### src/rtl/obsd_pkg.sv
// Shared types and codes for the operand byte-stream decoder.
// No dependencies; every other file refers to this package by scoped names.
package obsd_pkg;

	// word queue between front and back
	localparam int unsigned QDEPTH = 4;
	localparam int unsigned QPTR_W = $clog2(QDEPTH);
	localparam int unsigned QCNT_W = $clog2(QDEPTH + 1);

	// operand prefix bytes
	localparam logic [7:0] PFX_REG   = 8'h01;
	localparam logic [7:0] PFX_CONST = 8'h02;
	localparam logic [7:0] PFX_MEM   = 8'h03;

	// register size bytes
	localparam logic [7:0] SZ_8  = 8'h08;
	localparam logic [7:0] SZ_16 = 8'h16;
	localparam logic [7:0] SZ_32 = 8'h32;
	localparam logic [7:0] SZ_64 = 8'h64;

	// scale bytes
	localparam logic [7:0] SC_X1  = 8'h01;
	localparam logic [7:0] SC_X2  = 8'h02;
	localparam logic [7:0] SC_X4  = 8'h04;
	localparam logic [7:0] SC_X8  = 8'h08;
	localparam logic [7:0] SC_X16 = 8'h16;

	// register width codes
	localparam logic [1:0] W_8  = 2'd0;
	localparam logic [1:0] W_16 = 2'd1;
	localparam logic [1:0] W_32 = 2'd2;
	localparam logic [1:0] W_64 = 2'd3;

	// scale codes
	localparam logic [2:0] SCALE_1  = 3'd0;
	localparam logic [2:0] SCALE_2  = 3'd1;
	localparam logic [2:0] SCALE_4  = 3'd2;
	localparam logic [2:0] SCALE_8  = 3'd3;
	localparam logic [2:0] SCALE_16 = 3'd4;

	// result kinds
	localparam logic [1:0] KIND_REG   = 2'd0;
	localparam logic [1:0] KIND_CONST = 2'd1;
	localparam logic [1:0] KIND_MEM   = 2'd2;
	localparam logic [1:0] KIND_ERR   = 2'd3;

	// error codes
	localparam logic [2:0] ERR_NONE   = 3'd0;
	localparam logic [2:0] ERR_PREFIX = 3'd1;
	localparam logic [2:0] ERR_SIZE   = 3'd2;
	localparam logic [2:0] ERR_SCALE  = 3'd3;
	localparam logic [2:0] ERR_PARAM  = 3'd4;

	// back-end phases; unused codes behave as idle
	localparam logic [2:0] PH_IDLE         = 3'd0;
	localparam logic [2:0] PH_REG_SIZE     = 3'd1;
	localparam logic [2:0] PH_REG_INDEX    = 3'd2;
	localparam logic [2:0] PH_CONST_SIGN   = 3'd3;
	localparam logic [2:0] PH_CONST_VALUE  = 3'd4;
	localparam logic [2:0] PH_MEM_SCALE    = 3'd5;
	localparam logic [2:0] PH_PARAM_PREFIX = 3'd6;

	// classified word as queued between front and back
	typedef struct packed {
		logic [7:0] data;
		logic       is_reg;
		logic       is_const;
		logic       is_mem;
		logic       size_ok;
		logic [1:0] size_code;
		logic       scale_ok;
		logic [2:0] scale_code;
		logic       nonzero;
	} cls_t;

	// one decoded result
	typedef struct packed {
		logic [1:0]  kind;
		logic [1:0]  reg_width;
		logic [7:0]  reg_index;
		logic [63:0] cvalue;
		logic        csigned;
		logic [2:0]  scale;
		logic        in_mem;
		logic [2:0]  err;
		logic        last;
	} res_t;

endpackage

### src/rtl/operand_byte_stream_decoder_unit.sv
// Operand byte-stream decoder, top level: front classifier, word queue, back decoder.
// Depends on obsd_pkg, obsd_front, obsd_fifo and obsd_back.
//
// One operand byte is accepted per cycle on the in_valid/in_ready channel while the
// queue has room. The front classifies each byte and drops it into a four-word queue;
// the back-end state machine consumes one queued word per cycle while no result waits
// on a stalled output, and registers a result when a component completes, after the byte
// that completes it has passed the queue. The sustained rate is one byte per cycle while
// results are taken, set by the back-end state machine stepping once per word; a stalled
// output stops the back end only, and input keeps flowing until the queue fills. Errors
// give one result with last set and the decoder returns to idle.
module operand_byte_stream_decoder_unit (
	input  logic        clk,
	input  logic        arst_n,
	input  logic        in_valid,
	output logic        in_ready,
	input  logic [7:0]  data_byte,
	output logic        out_valid,
	input  logic        out_ready,
	output logic [1:0]  item_kind,
	output logic [1:0]  register_width,
	output logic [7:0]  reg_number,
	output logic [63:0] constant_value,
	output logic        constant_signed,
	output logic [2:0]  scale_code,
	output logic        in_memory,
	output logic [2:0]  error_code,
	output logic        last
);

	obsd_pkg::cls_t q_wdata;
	obsd_pkg::cls_t q_rdata;
	obsd_pkg::res_t res;
	logic           q_push;
	logic           q_pop;
	logic           q_full;
	logic           q_empty;

	obsd_front u_front (
		.in_valid  (in_valid),
		.in_ready  (in_ready),
		.data_byte (data_byte),
		.q_full    (q_full),
		.q_push    (q_push),
		.q_wdata   (q_wdata)
	);

	obsd_fifo u_fifo (
		.clk    (clk),
		.arst_n (arst_n),
		.push   (q_push),
		.wdata  (q_wdata),
		.pop    (q_pop),
		.rdata  (q_rdata),
		.full   (q_full),
		.empty  (q_empty)
	);

	obsd_back u_back (
		.clk       (clk),
		.arst_n    (arst_n),
		.q_empty   (q_empty),
		.q_rdata   (q_rdata),
		.q_pop     (q_pop),
		.out_valid (out_valid),
		.out_ready (out_ready),
		.res       (res)
	);

	assign item_kind       = res.kind;
	assign register_width  = res.reg_width;
	assign reg_number      = res.reg_index;
	assign constant_value  = res.cvalue;
	assign constant_signed = res.csigned;
	assign scale_code      = res.scale;
	assign in_memory       = res.in_mem;
	assign error_code      = res.err;
	assign last            = res.last;

endmodule

### src/rtl/obsd_front.sv
// Front end: takes input words and classifies prefix, size and scale codes.
// Depends on obsd_pkg; feeds obsd_fifo.
module obsd_front (
	input  logic          in_valid,
	output logic          in_ready,
	input  logic [7:0]    data_byte,
	input  logic          q_full,
	output logic          q_push,
	output obsd_pkg::cls_t q_wdata
);

	assign in_ready = !q_full;
	assign q_push   = in_valid && !q_full;

	always_comb begin
		q_wdata          = '0;
		q_wdata.data     = data_byte;
		q_wdata.is_reg   = (data_byte == obsd_pkg::PFX_REG);
		q_wdata.is_const = (data_byte == obsd_pkg::PFX_CONST);
		q_wdata.is_mem   = (data_byte == obsd_pkg::PFX_MEM);
		q_wdata.nonzero  = (data_byte != 8'h00);

		q_wdata.size_ok = 1'b1;
		unique case (data_byte)
			obsd_pkg::SZ_8:  q_wdata.size_code = obsd_pkg::W_8;
			obsd_pkg::SZ_16: q_wdata.size_code = obsd_pkg::W_16;
			obsd_pkg::SZ_32: q_wdata.size_code = obsd_pkg::W_32;
			obsd_pkg::SZ_64: q_wdata.size_code = obsd_pkg::W_64;
			default: begin
				q_wdata.size_code = obsd_pkg::W_8;
				q_wdata.size_ok   = 1'b0;
			end
		endcase

		q_wdata.scale_ok = 1'b1;
		unique case (data_byte)
			obsd_pkg::SC_X1:  q_wdata.scale_code = obsd_pkg::SCALE_1;
			obsd_pkg::SC_X2:  q_wdata.scale_code = obsd_pkg::SCALE_2;
			obsd_pkg::SC_X4:  q_wdata.scale_code = obsd_pkg::SCALE_4;
			obsd_pkg::SC_X8:  q_wdata.scale_code = obsd_pkg::SCALE_8;
			obsd_pkg::SC_X16: q_wdata.scale_code = obsd_pkg::SCALE_16;
			default: begin
				q_wdata.scale_code = obsd_pkg::SCALE_1;
				q_wdata.scale_ok   = 1'b0;
			end
		endcase
	end

endmodule

### src/rtl/obsd_fifo.sv
// Short word queue between the front and back ends.
// Depends on obsd_pkg for depth and entry type.
module obsd_fifo (
	input  logic           clk,
	input  logic           arst_n,
	input  logic           push,
	input  obsd_pkg::cls_t wdata,
	input  logic           pop,
	output obsd_pkg::cls_t rdata,
	output logic           full,
	output logic           empty
);

	obsd_pkg::cls_t                   mem_q [obsd_pkg::QDEPTH];
	logic [obsd_pkg::QPTR_W-1:0]      wr_ptr_q;
	logic [obsd_pkg::QPTR_W-1:0]      rd_ptr_q;
	logic [obsd_pkg::QCNT_W-1:0]      cnt_q;

	localparam logic [obsd_pkg::QPTR_W-1:0] PTR_LAST = obsd_pkg::QPTR_W'(obsd_pkg::QDEPTH - 1);
	localparam logic [obsd_pkg::QCNT_W-1:0] CNT_FULL = obsd_pkg::QCNT_W'(obsd_pkg::QDEPTH);

	assign full  = (cnt_q == CNT_FULL);
	assign empty = (cnt_q == '0);
	assign rdata = mem_q[rd_ptr_q];

	always_ff @(posedge clk) begin
		if (push) begin
			mem_q[wr_ptr_q] <= wdata;
		end
	end

	always_ff @(posedge clk or negedge arst_n) begin
		if (!arst_n) begin
			wr_ptr_q <= '0;
			rd_ptr_q <= '0;
			cnt_q    <= '0;
		end else begin
			if (push) begin
				wr_ptr_q <= (wr_ptr_q == PTR_LAST) ? '0 : wr_ptr_q + 1'b1;
			end
			if (pop) begin
				rd_ptr_q <= (rd_ptr_q == PTR_LAST) ? '0 : rd_ptr_q + 1'b1;
			end
			if (push && !pop) begin
				cnt_q <= cnt_q + 1'b1;
			end else if (pop && !push) begin
				cnt_q <= cnt_q - 1'b1;
			end
		end
	end

	a_no_overflow: assert property (@(posedge clk) disable iff (!arst_n)
		(full && !pop) |-> !push)
		else $error("word queue written while full");

	a_no_underflow: assert property (@(posedge clk) disable iff (!arst_n)
		empty |-> !pop)
		else $error("word queue read while empty");

endmodule

### src/rtl/obsd_back.sv
// Back end: operand state machine, constant assembly and result register.
// Depends on obsd_pkg; draws classified words from obsd_fifo.
module obsd_back (
	input  logic            clk,
	input  logic            arst_n,
	input  logic            q_empty,
	input  obsd_pkg::cls_t  q_rdata,
	output logic            q_pop,
	output logic            out_valid,
	input  logic            out_ready,
	output obsd_pkg::res_t  res
);

	logic [2:0]  phase_q, phase_d;
	logic [63:0] value_q, value_d;
	logic [2:0]  cnt_q, cnt_d;
	logic [1:0]  left_q, left_d, left_dec;
	logic        mem_q, mem_d;
	logic        sign_q, sign_d;
	logic [1:0]  width_q, width_d;

	logic            out_valid_q;
	obsd_pkg::res_t  res_q;
	obsd_pkg::res_t  res_d;
	logic            has_res;
	logic            finish;
	logic            clr;

	assign q_pop     = !q_empty && (!out_valid_q || out_ready);
	assign out_valid = out_valid_q;
	assign res       = res_q;
	assign left_dec  = left_q - 2'd1;

	always_comb begin
		phase_d = phase_q;
		value_d = value_q;
		cnt_d   = cnt_q;
		left_d  = left_q;
		mem_d   = mem_q;
		sign_d  = sign_q;
		width_d = width_q;
		res_d   = '0;
		has_res = 1'b0;
		finish  = 1'b0;
		clr     = 1'b0;

		if (q_pop) begin
			unique case (phase_q)
				obsd_pkg::PH_REG_SIZE: begin
					if (q_rdata.size_ok) begin
						width_d = q_rdata.size_code;
						phase_d = obsd_pkg::PH_REG_INDEX;
					end else begin
						has_res      = 1'b1;
						res_d.kind   = obsd_pkg::KIND_ERR;
						res_d.in_mem = mem_q;
						res_d.err    = obsd_pkg::ERR_SIZE;
						res_d.last   = 1'b1;
						clr          = 1'b1;
					end
				end
				obsd_pkg::PH_REG_INDEX: begin
					has_res         = 1'b1;
					res_d.kind      = obsd_pkg::KIND_REG;
					res_d.reg_width = width_q;
					res_d.reg_index = q_rdata.data;
					finish          = 1'b1;
				end
				obsd_pkg::PH_CONST_SIGN: begin
					sign_d  = q_rdata.nonzero;
					value_d = '0;
					cnt_d   = '0;
					phase_d = obsd_pkg::PH_CONST_VALUE;
				end
				obsd_pkg::PH_CONST_VALUE: begin
					// little-endian: each word enters at the top and moves down
					value_d = {q_rdata.data, value_q[63:8]};
					if (cnt_q != 3'd7) begin
						cnt_d = cnt_q + 3'd1;
					end else begin
						has_res       = 1'b1;
						res_d.kind    = obsd_pkg::KIND_CONST;
						res_d.cvalue  = value_d;
						res_d.csigned = sign_q;
						cnt_d         = '0;
						value_d       = '0;
						sign_d        = 1'b0;
						finish        = 1'b1;
					end
				end
				obsd_pkg::PH_MEM_SCALE: begin
					has_res = 1'b1;
					if (q_rdata.scale_ok) begin
						res_d.kind   = obsd_pkg::KIND_MEM;
						res_d.scale  = q_rdata.scale_code;
						res_d.in_mem = 1'b1;
						left_d       = 2'd3;
						phase_d      = obsd_pkg::PH_PARAM_PREFIX;
					end else begin
						res_d.kind   = obsd_pkg::KIND_ERR;
						res_d.in_mem = mem_q;
						res_d.err    = obsd_pkg::ERR_SCALE;
						res_d.last   = 1'b1;
						clr          = 1'b1;
					end
				end
				obsd_pkg::PH_PARAM_PREFIX: begin
					if (q_rdata.is_reg) begin
						phase_d = obsd_pkg::PH_REG_SIZE;
					end else if (q_rdata.is_const) begin
						phase_d = obsd_pkg::PH_CONST_SIGN;
					end else begin
						has_res      = 1'b1;
						res_d.kind   = obsd_pkg::KIND_ERR;
						res_d.in_mem = mem_q;
						res_d.err    = obsd_pkg::ERR_PARAM;
						res_d.last   = 1'b1;
						clr          = 1'b1;
					end
				end
				default: begin
					// idle starts from a clean state
					value_d = '0;
					cnt_d   = '0;
					left_d  = '0;
					mem_d   = 1'b0;
					sign_d  = 1'b0;
					width_d = '0;
					phase_d = obsd_pkg::PH_IDLE;
					if (q_rdata.is_reg) begin
						phase_d = obsd_pkg::PH_REG_SIZE;
					end else if (q_rdata.is_const) begin
						phase_d = obsd_pkg::PH_CONST_SIGN;
					end else if (q_rdata.is_mem) begin
						mem_d   = 1'b1;
						phase_d = obsd_pkg::PH_MEM_SCALE;
					end else begin
						has_res    = 1'b1;
						res_d.kind = obsd_pkg::KIND_ERR;
						res_d.err  = obsd_pkg::ERR_PREFIX;
						res_d.last = 1'b1;
					end
				end
			endcase

			if (finish) begin
				if (mem_q) begin
					res_d.in_mem = 1'b1;
					left_d       = left_dec;
					if (left_dec == 2'd0) begin
						res_d.last = 1'b1;
						clr        = 1'b1;
					end else begin
						phase_d = obsd_pkg::PH_PARAM_PREFIX;
					end
				end else begin
					res_d.last = 1'b1;
					clr        = 1'b1;
				end
			end

			if (clr) begin
				phase_d = obsd_pkg::PH_IDLE;
				value_d = '0;
				cnt_d   = '0;
				left_d  = '0;
				mem_d   = 1'b0;
				sign_d  = 1'b0;
				width_d = '0;
			end
		end
	end

	always_ff @(posedge clk or negedge arst_n) begin
		if (!arst_n) begin
			phase_q     <= obsd_pkg::PH_IDLE;
			value_q     <= '0;
			cnt_q       <= '0;
			left_q      <= '0;
			mem_q       <= 1'b0;
			sign_q      <= 1'b0;
			width_q     <= '0;
			out_valid_q <= 1'b0;
		end else begin
			phase_q <= phase_d;
			value_q <= value_d;
			cnt_q   <= cnt_d;
			left_q  <= left_d;
			mem_q   <= mem_d;
			sign_q  <= sign_d;
			width_q <= width_d;
			if (q_pop && has_res) begin
				out_valid_q <= 1'b1;
			end else if (out_ready) begin
				out_valid_q <= 1'b0;
			end
		end
	end

	always_ff @(posedge clk) begin
		if (q_pop && has_res) begin
			res_q <= res_d;
		end
	end

	a_pop_needs_room: assert property (@(posedge clk) disable iff (!arst_n)
		q_pop |-> (!out_valid_q || out_ready))
		else $error("word taken while a result is stuck");

	a_last_to_idle: assert property (@(posedge clk) disable iff (!arst_n)
		(q_pop && has_res && res_d.last) |=> (phase_q == obsd_pkg::PH_IDLE && !mem_q))
		else $error("operand ended but decoder not idle");

endmodule

### config.mk
export PLATFORM = sky130hd
export DESIGN_NAME = operand_byte_stream_decoder_unit
export DESIGN_NICKNAME = d
export VERILOG_FILES = /design/src/rtl/obsd_pkg.sv /design/src/rtl/operand_byte_stream_decoder_unit.sv /design/src/rtl/obsd_front.sv /design/src/rtl/obsd_fifo.sv /design/src/rtl/obsd_back.sv
export SDC_FILE = /design/constraint.sdc
export NUM_CORES = 1
export LEC_CHECK = 0
export ABC_CLOCK_PERIOD_IN_PS = 6900
export BUFFER_PORTS_ARGS = -buffer_cell sky130_fd_sc_hd__buf_2
export CAP_MARGIN = 25
export CORE_ASPECT_RATIO = 1.5
export CORE_MARGIN = 2
export CORE_UTILIZATION = 40
export DETAILED_ROUTE_END_ITERATION = 8
export PLACE_DENSITY = 0.66
export SLEW_MARGIN = 20
export SYNTH_ARGS = -nofsm -noshare
export SYNTH_HDL_FRONTEND = slang
export SYNTH_SLANG_ARGS = --single-unit
### constraint.sdc
create_clock -name clk -period 6.9 [get_ports clk]
set_input_delay 0.345 -clock clk [delete_from_list [all_inputs] [get_ports clk]]
set_output_delay 0.345 -clock clk [all_outputs]
set_load 0.03 [all_outputs]
==> metrics, run 1 <==
status finished clean; initial antenna violation count 0; WL final 19020 um; Slew HR 33.46%; Setup violations, final 0; Seq pwr share 41.0%; total track usage 15.22%; estimated wirelength of the detail-placed design 12760 um; Comb power frac 37.9%; WS Path Type flip-flop to flip-flop; clock power share 21.1%; global-route wire length before repair 29810 um; RSZ-0062 raised after global routing no; die area 24930 sq um; fin. max-slew vios 0; Die H 192.4 um; final hold viol count 0; CP max FO 53; First-pass DRT Iterations 5; synth warn 0; fill cell count 2017; GR Overflow Total 0; mapped cell area 9462 sq um; Fin Hold WS 97.37 ps; # Max-Cap Violations 0; I/O Buffers 98; FP Rows 68; Post-CTS Resized 0; Vias 5285; Slowest cell on crit path dfrtp_1; Chip Width 129.6 um; Worst Tran Pin Value 998.1 ps; Net Sw Power 2.196 mW; Tot Pwr 5.562 mW; CP arrival 3710 ps; share of cells above drive strength 1 23.78%; Yosys reg bits 237; ANT nets after route 0; Hold WC Path Type primary input to flip-flop; commonest non-fill, non-tap cell in the layout edfxtp_1; drt via density 5.131; ys async rst share 32.07%; final cycle utilization of the critical path 51.79%; Setup Skew 15.20 ps; Mapped Cells 599; minimum clock period after layout 3573 ps; post-synthesis sequential area ratio 71.20%; Worst Reg2Reg Path Length in Cells 5; DRT iter0 DRCs 364; Max Fclk 279.8 MHz; cell internal pwr 3.366 mW; CP startpoint kind flip-flop; delay-heaviest family, CP compound AO/OA/AOI/OAI gates; CTS tree done; pin count of the biggest net entering global routing 77; Primary FF master, synth edfxtp_1; count of flip-flops with a built-in enable after synthesis 161; Worst-Skew Late Latency 510 ps; Num CTS Buffers 23; Setup crit end kind flip-flop; Starting Density 40.88%; Top Ports 99; clk slew on worst S/H paths 70 ps; syn_nets 625; switching share of power 39.48%; highest-count cells in the layout ignoring fill and taps edfxtp_1, buf_2, dfrtp_1; Hold Crit Depth 1; area delta synth->final 16.85%; CP cell instances mux4_2 > o31ai_1 > o21ai_1 > a31oi_4 > buf_4; peak supply drop 247.3 uV; Crit. path cell count 5; core outline area 23140 sq um; Synth Area per Inst 15.80 sq um; Max clock buf depth 3; library cells used by synthesis 52; DR WL/cell 18.47 um; DRC Markers 0; Worst Path Buf+Inv 1; clock sinks 237; Critical Path Max Stage Delay 1000 ps; Clock Tree Root clkbuf_16; GPL Wtd Cong 0.8802; PwrDens 503.1 nW/um^2; post-CTS setup buffers 0; ANT cells 0; setup TNS 0 ps; H-tree depth 1; vias in the first global route 5456; CP required 7040 ps; Layout Nets 724; Leak 4.418 nW
[power groups by stage]
stage                     logic, mW  clock network [mW]  registers [mW]
after floorplan                1.00                   0            2.88
after global routing           2.27                1.26            2.33
after CTS                      2.09                1.20            2.30
after global placement         2.04                   0            2.31
final                          2.11                1.18            2.28
after detailed placement       2.08                   0            2.32
[worst reg2reg max path: cells and delay by family, from the launching register on]
| kind | cells | cell delay, ps |
|---|---|---|
| flip-flops | 1 | 1000 |
| AO/OA/AOI/OAI | 3 | 1050 |
| multiplexers | 1 | 470 |
| buffers and inverters | 1 | 640 |
[per-layer routing]
metal  track usage [%]  part of all wire [%]  wire (um)
met5                 0                     0          0
met2             28.47                    54      10340
met3             2.661                   4.1        775
met4             4.012                   1.9        361
met1             17.80                    40       7538
[flip-flops by register name (all words and copies together) (netlist names)]
register,flops
u_fifo.cnt_q,3
u_back.cnt_q,3
u_back.phase_q,3
u_fifo.wr_ptr_q,2
u_back.width_q,2
u_back.res,85
u_fifo.mem_q,76
u_fifo.rd_ptr_q,2
u_back.mem_q,1
u_back.sign_q,1
u_back.left_q,2
u_back.value_q,56
u_back.out_valid,1
[final timing paths]
kind	from	endpoint	slack, ps
max	u_fifo.rd_ptr_q[1]	u_back.res[4]	3330
min	data_byte[7]	u_fifo.mem_q[1][18]	100
max reg2reg	u_fifo.rd_ptr_q[1]	u_back.res[4]	3330
min reg2reg	u_back.sign_q	u_back.sign_q	500
max in group asynchronous	arst_n	u_back.value_q[58]	6070
min in group asynchronous	arst_n	u_fifo.rd_ptr_q[1]	260
[per-stage QoR]
step	utilization (%)	setup WS [ps]	cell area (sq um)	std cells
after detailed placement	44.24	2827	10240	982
final	47.77	3327	11060	1030
after CTS	47.28	2793	10940	1024
after global routing	47.77	3102	11060	1030
after global placement	44.24	3009	10240	982
after floorplan	-	353.9	9462	599
[area by class of cell]
| type | count | area (sq um) | area share (%) |
|---|---|---|---|
| flip-flops and latches | 237 | 6736 | 60.93 |
| multi-input cells | 315 | 2545 | 23.02 |
| repair buffers | 106 | 619.3 | 5.602 |
| clock buffers | 27 | 590.6 | 5.342 |
| well taps | 315 | 394.1 | 3.565 |
| clock inverters | 15 | 113.9 | 1.030 |
| inverters | 15 | 56.30 | 0.5093 |
[cells in the mapped netlist, drive strengths merged (2+ instances only)]
library cell,number,area share [%]
a31o,5,0.56
mux4,20,4.8
mux2i,4,0.42
xnor2,2,0.19
a21oi,11,0.58
a31oi,2,0.13
edfxtp,161,51
o21ai,10,0.53
a22o,60,5.6
and2,67,4.4
xor2,2,0.19
nor3,10,0.53
mux2,3,0.36
nor2,20,0.79
or2,3,0.20
or3,2,0.13
nand2,23,0.91
clkbuf,20,0.79
nand2b,6,0.40
nor3b,4,0.32
a32o,3,0.32
nand3b,4,0.32
nand3,4,0.21
nor4,3,0.20
o2111ai,2,0.19
nand4,2,0.13
inv,14,0.56
dfrtp,76,20
and3,14,0.93
buf,12,0.79
ha,13,1.7
a21boi,2,0.28
o21bai,2,0.16
a21o,3,0.24
[cells by family (layout without fill, tap and decap cells)]
group / after synthesis / count (layout) / synth area share, %
flops: 237 / 237 / 71.20
compound gates: 107 / 107 / 9.178
mux: 27 / 27 / 5.541
simple gates: 163 / 163 / 9.601
buf+inv: 47 / 163 / 2.182
fa+ha+maj: 14 / 14 / 1.931
xor+xnor: 4 / 4 / 0.3703
[what timing repair did]
item / 4_1_cts / 5_1_grt
hold endpoints to repair: 0 / 16
hold buffers: 0 / 1
setup endpoints to repair: 0 / 0
Note: power is estimated with default switching activity, not from simulation.
==> run 2, diff against run 1 <==
--- a/config.mk
+++ b/config.mk
@@ -5,14 +5,15 @@
 export SDC_FILE = /design/constraint.sdc
 export NUM_CORES = 1
 export LEC_CHECK = 0
-export ABC_CLOCK_PERIOD_IN_PS = 6900
+export ABC_AREA = 1
+export ABC_CLOCK_PERIOD_IN_PS = 3500
 export BUFFER_PORTS_ARGS = -buffer_cell sky130_fd_sc_hd__buf_2
 export CAP_MARGIN = 25
 export CORE_ASPECT_RATIO = 1.5
 export CORE_MARGIN = 2
 export CORE_UTILIZATION = 40
 export DETAILED_ROUTE_END_ITERATION = 8
-export PLACE_DENSITY = 0.66
+export PLACE_DENSITY = 0.64
 export SLEW_MARGIN = 20
 export SYNTH_ARGS = -nofsm -noshare
 export SYNTH_HDL_FRONTEND = slang
==> constraint.sdc (replaced) <==
create_clock -name clk -period 3.5 [get_ports clk]
set_input_delay 0.175 -clock clk [delete_from_list [all_inputs] [get_ports clk]]
set_output_delay 0.175 -clock clk [all_outputs]
set_load 0.03 [all_outputs]
==> run 2 against run 1 <==
Synthesized area grew 3.3%. Clock skew shrank 6.8 ps. Critical path type unchanged. Combinational power increased by 110%. Hold slack gained 44 ps. Via count up 22%. Cell count grew 33%. Clock power up 95%. Final area increased by 3.5%. First-iteration DRC count grew 43%. Routed wire length is 8.5% higher. Sequential cell count stayed put.
==> metrics, run 2 <==
First-pass DRT Iterations 5; Comb power frac 39.4%; ANT nets after route 0; CTS tree done; Leak 4.823 nW; RSZ-0062 raised after global routing no; WS Path Type flip-flop to flip-flop; count of flip-flops with a built-in enable after synthesis 161; Max clock buf depth 3; Met1 Wirelength 8325 um; clock power share 20.5%; Chip Width 131.6 um; cell internal pwr 6.561 mW; met3 routed WL 816 um; Setup Skew 8.434 ps; final instance area 11450 sq um; Hold WC Path Type primary input to flip-flop; global-route wire length before repair 33670 um; CP max FO 48; Yosys reg bits 237; clk slew on worst S/H paths 70 ps; CP arrival 3210 ps; final hold viol count 0; Hold Buf Count CTS 10; post-synthesis sequential area ratio 68.95%; placed cell count 1316; Fin Hold WS 141.6 ps; initial antenna violation count 0; worst r2r dst u_back.res[84]; H-tree depth 1; pin count of the biggest net entering global routing 77; ANT cells 0; top-count cell post-synth nand2_1; library cells used by synthesis 35; Worst Tran Pin Value 708.1 ps; post-placement cell area 10650 sq um; Num CTS Buffers 22; Worst Reg2Reg Path Length in Cells 12; Die H 195.4 um; worst reg2reg setup slack 420 ps; I/O Buffers 98; CP required 3640 ps; highest-count cells in the layout ignoring fill and taps nand2_1, edfxtp_1, nor2_1; core outline area 24170 sq um; status finished clean; die area 25720 sq um; mapped cell area 9769 sq um; Tot Pwr 11.22 mW; Post-CTS Resized 0; Hold Startpoint in_valid; GPL Wtd Cong 0.8680; CP startpoint kind flip-flop; DR WL/cell 15.11 um; Net Sw Power 4.661 mW; Top Ports 99; final cycle utilization of the critical path 87.94%; Seq pwr share 40.1%; Synth top area share 49.49%; switching share of power 41.53%; Synth Area per Inst 10.69 sq um; Slew HR 52.79%; setup TNS 0 ps; Clock Tree Root clkbuf_16; highest metal used met4; Largest register FFs 85; clock sinks 237; # Max-Cap Violations 0; WL met2 10980 um; commonest non-fill, non-tap cell in the layout nand2_1; ys async rst share 32.07%; DRT iter0 DRCs 520; Setup violations, final 0; post-CTS setup buffers 0; total track usage 16.30%; GR Overflow Total 0; Worst-Skew Late Latency 500 ps; Starting Density 40.41%; syn_nets 940; Setup crit end kind flip-flop; Vias 6432; synth warn 0; Final Non-Filler Cells 1366; PwrDens 980.3 nW/um^2; fin. max-slew vios 0; Max Fclk 324.9 MHz; estimated wirelength of the detail-placed design 13820 um; Layout Nets 1052; share of cells above drive strength 1 15.45%; peak supply drop 510.1 uV; vias in the first global route 6370; Primary FF master, synth edfxtp_1; FP Rows 70; CP endpoint u_back.res[84]; RR Startpoint u_back.phase_q[1]; top cells by count, synth nand2_1, edfxtp_1, nor2_1; drt via density 4.709; post-synth top area cell edfxtp_1; area delta synth->final 17.17%; minimum clock period after layout 3078 ps; Mapped Cells 914; Area contributors post-synth edfxtp_1, dfrtp_1, nand2_1; WL final 20650 um; Setup crit start u_back.phase_q[1]; DRC Markers 0
[run 2: cell count changes after synthesis, moves of 6 or more]
cell / delta
o21ai_0: +40
nor2_1: +113
a22o_1: -60
mux4_2: -20
inv_1: +91
o22a_1: +8
nand2_1: +217
nand3_1: +18
buf_2: +8
clkbuf_1: -6
and2_1: -66
nand2b_1: -6
a21oi_1: +7
and3_1: -13
[run 2: logic make-up after synthesis]
kind of cell | synth area share, %
flops | 68.95
buf+inv | 6.058
compound gates | 5.059
simple gates | 17.88
fa+ha+maj | 1.870
xor+xnor | 0.1793
[run 2: worst min-delay path by stage]
stage / depth (start not counted) / end / slack [ps]
after detailed placement: 1 / u_back.value_q[37] / 400
after CTS: 4 / u_fifo.wr_ptr_q[0] / 130
after global placement: 1 / u_back.value_q[45] / 410
after global routing: 4 / u_fifo.wr_ptr_q[0] / 190
after floorplan: 0 / u_back.cnt_q[0] / -120
final: 4 / u_fifo.wr_ptr_q[0] / 140
[run 2: metal layers]
| layer | up-vias | track usage [%] |
|---|---|---|
| met5 | - | 0 |
| met4 | 0 | 5.395 |
| met3 | 30 | 2.103 |
| met2 | 159 | 29.86 |
| met1 | 3055 | 19.81 |
| li1 | 3188 | - |
[run 2: worst max-delay path: stages, from the launching register on]
cell	delay (ps)
dfrtp_1	390
inv_1	110
ha_1	190
nand2_1	280
inv_2	110
nor2_1	160
nand2_1	90
nor2_1	240
inv_1	160
nand2_1	90
o21ai_0	200
clkinvlp_4	150
buf_4	480
[run 2: stage by stage]
step	util, %	setup WS, ps
finish	47.36	422.0
global placement	44.05	530.4
CTS	47.34	434.4
global route	47.36	59.97
floorplan	-	123.2
detailed placement	44.05	446.1
[run 2: power groups by stage]
stage          clock [mW]  sequential (mW)  combinational [mW]
3_3_place_gp            0             4.56                4.43
4_1_cts              2.36             4.52                4.47
3_5_place_dp            0             4.57                4.45
2_1_floorplan           0             5.60                2.08
5_1_grt              2.46             4.60                4.85
6_report             2.30             4.51                4.42
[run 2: area by class of cell]
| type | instances | area [sq um] |
|---|---|---|
| repair buffers | 123 | 747.0 |
| clock inverters | 5 | 25.02 |
| flip-flops and latches | 237 | 6736 |
| fillers | 2225 | 12730 |
| well taps | 324 | 405.4 |
| multi-input cells | 532 | 2446 |
| clock buffers | 35 | 670.6 |
| inverters | 110 | 416.7 |
==> run 3, diff against run 2 <==
--- a/config.mk
+++ b/config.mk
@@ -14,6 +14,7 @@
 export CORE_UTILIZATION = 40
 export DETAILED_ROUTE_END_ITERATION = 8
 export PLACE_DENSITY = 0.64
+export RECOVER_POWER = 50
 export SLEW_MARGIN = 20
 export SYNTH_ARGS = -nofsm -noshare
 export SYNTH_HDL_FRONTEND = slang
==> run 3 against run 2 <==
The run now ends with max-capacitance violations, max-slew violations left. Hold slack got worse by 1.4 ps. Final area fell by 1.3%. Worst setup slack improved by 11 ps. Via count did not move. Combinational power fell by 4%. Die area did not move. Routed wire length rose by 0.24%. Critical path depth did not move. Non-clock buffer count did not move. Sequential power barely moved. Critical endpoint is now u_back.res[4]. Highest routed layer unchanged.
==> metrics, run 3 (same netlist as run 2, synthesis figures left out) <==
clk slew on worst S/H paths 70 ps; Max clock buf depth 3; Vias 6432; core outline area 24170 sq um; H-tree depth 1; Largest register FFs 85; CP max FO 48; clock power share 20.7%; Setup crit end kind flip-flop; Clock Tree Root clkbuf_16; vias in the first global route 6370; highest-count cells in the layout ignoring fill and taps nand2_1, edfxtp_1, nor2_1; violated checks max-capacitance violations, max-slew violations; Chip Width 131.6 um; initial antenna violation count 0; estimated wirelength of the detail-placed design 13820 um; RSZ-0062 raised after global routing no; Layout Nets 1052; fin. max-slew vios 77; minimum clock period after layout 3067 ps; Slew HR -26.75%; CP arrival 3200 ps; I/O Buffers 98; Net Sw Power 4.677 mW; DRT iter0 DRCs 505; CTS tree done; share of cells above drive strength 1 5.854%; commonest non-fill, non-tap cell in the layout nand2_1; ANT cells 0; Num CTS Buffers 22; Setup Skew 7.977 ps; switching share of power 42.20%; final cycle utilization of the critical path 87.63%; Die H 195.4 um; First-pass DRT Iterations 5; Setup violations, final 0; total track usage 16.30%; status complete, but fails checks; final hold viol count 0; setup TNS 0 ps; cell internal pwr 6.406 mW; clock sinks 237; WS Path Type flip-flop to flip-flop; pin count of the biggest net entering global routing 77; Top Ports 99; Worst Tran Pin Value 1901 ps; peak supply drop 506.9 uV; Comb power frac 38.4%; drt via density 4.709; FP Rows 70; DRC Markers 0; Fin Hold WS 140.1 ps; area delta synth->final 15.70%; PwrDens 980.5 nW/um^2; Max Fclk 326.1 MHz; # Max-Cap Violations 1; GR Overflow Total 0; Leak 4.519 nW; GPL Wtd Cong 0.8680; Worst-Skew Late Latency 500 ps; Hold WC Path Type primary input to flip-flop; WL final 20700 um; fill cell count 2281; CP required 3630 ps; CP startpoint kind flip-flop; Seq pwr share 40.9%; global-route wire length before repair 33670 um; Starting Density 40.41%; die area 25720 sq um; ANT nets after route 0; DR WL/cell 15.15 um
-- run 3: cell count changes in the layout (fill, tap and decap cells not counted) --
cell	delta
clkbuf_1	+100
buf_4	-5
buf_2	-95
buf_6	-1
clkbuf_2	+1
-- run 3: layer usage --
| layer | vias up | GRT usage, % | routed length, um |
|---|---|---|---|
| met1 | 3043 | 19.81 | 8335 |
| met3 | 32 | 2.103 | 871 |
| met4 | 0 | 5.395 | 589 |
| met2 | 170 | 29.86 | 10900 |
| li1 | 3187 | - | - |
| met5 | - | 0 | 0 |
-- run 3: path summary, 6_finish.rpt --
path / cells past startpoint / end / start / slack, ps
max: 12 / u_back.res[4] / u_back.phase_q[1] / 430
min: 4 / u_fifo.wr_ptr_q[0] / in_valid / 140
max reg2reg: 12 / u_back.res[4] / u_back.phase_q[1] / 430
min reg2reg: 2 / u_back.value_q[9] / u_back.value_q[9] / 480
max in group asynchronous: 2 / u_back.value_q[22] / arst_n / 1620
min in group asynchronous: 2 / u_back.value_q[37] / arst_n / 740
-- run 3: cell type report --
cell class	instances	area [sq um]	share of cell area [%]
flip-flops and latches	237	6736	59.60
multi-input cells	532	2446	21.64
clock buffers	35	670.6	5.933
repair buffers	123	603.1	5.335
inverters	110	416.7	3.686
well taps	324	405.4	3.586
clock inverters	5	25.02	0.2214
-- run 3: power groups by stage --
| stage | Clock (mW) | Sequential, mW | Combinational [mW] |
|---|---|---|---|
| after detailed placement | 0 | 4.57 | 4.45 |
| after floorplan | 0 | 5.60 | 2.08 |
| after global placement | 0 | 4.56 | 4.43 |
| after global routing | 2.46 | 4.62 | 4.69 |
| final | 2.30 | 4.53 | 4.25 |
| after CTS | 2.36 | 4.52 | 4.47 |
-- run 3: repair_timing --
action,CTS,global route
hold buffers,10,0
setup buffers,0,0
resized for setup,0,0
endpoints found under the setup margin,0,0
hold endpoints to repair,109,0
-- run 3: worst max-delay path, cell delays in order, from the launching register on --
cell and delay [ps]:
dfrtp_1 390, inv_1 120, ha_1 190, nand2_1 280
inv_2 110, nor2_1 160, nand2_1 90, nor2_1 230
inv_1 160, nand2_1 90, o21ai_0 210, clkinvlp_4 150
buf_4 480
-- run 3: through the flow --
step / util, % / cells / worst slack (ps) / instance area, sq um / power, mW
after global routing: 46.76 / 1366 / 59.97 / 11300 / 11.77
final: 46.76 / 1366 / 433.0 / 11300 / 11.08
after CTS: 47.34 / 1366 / 434.4 / 11440 / 11.35
after floorplan: - / 914 / 123.2 / 9773 / 7.682
after global placement: 44.05 / 1316 / 530.4 / 10650 / 8.993
after detailed placement: 44.05 / 1316 / 446.1 / 10650 / 9.024
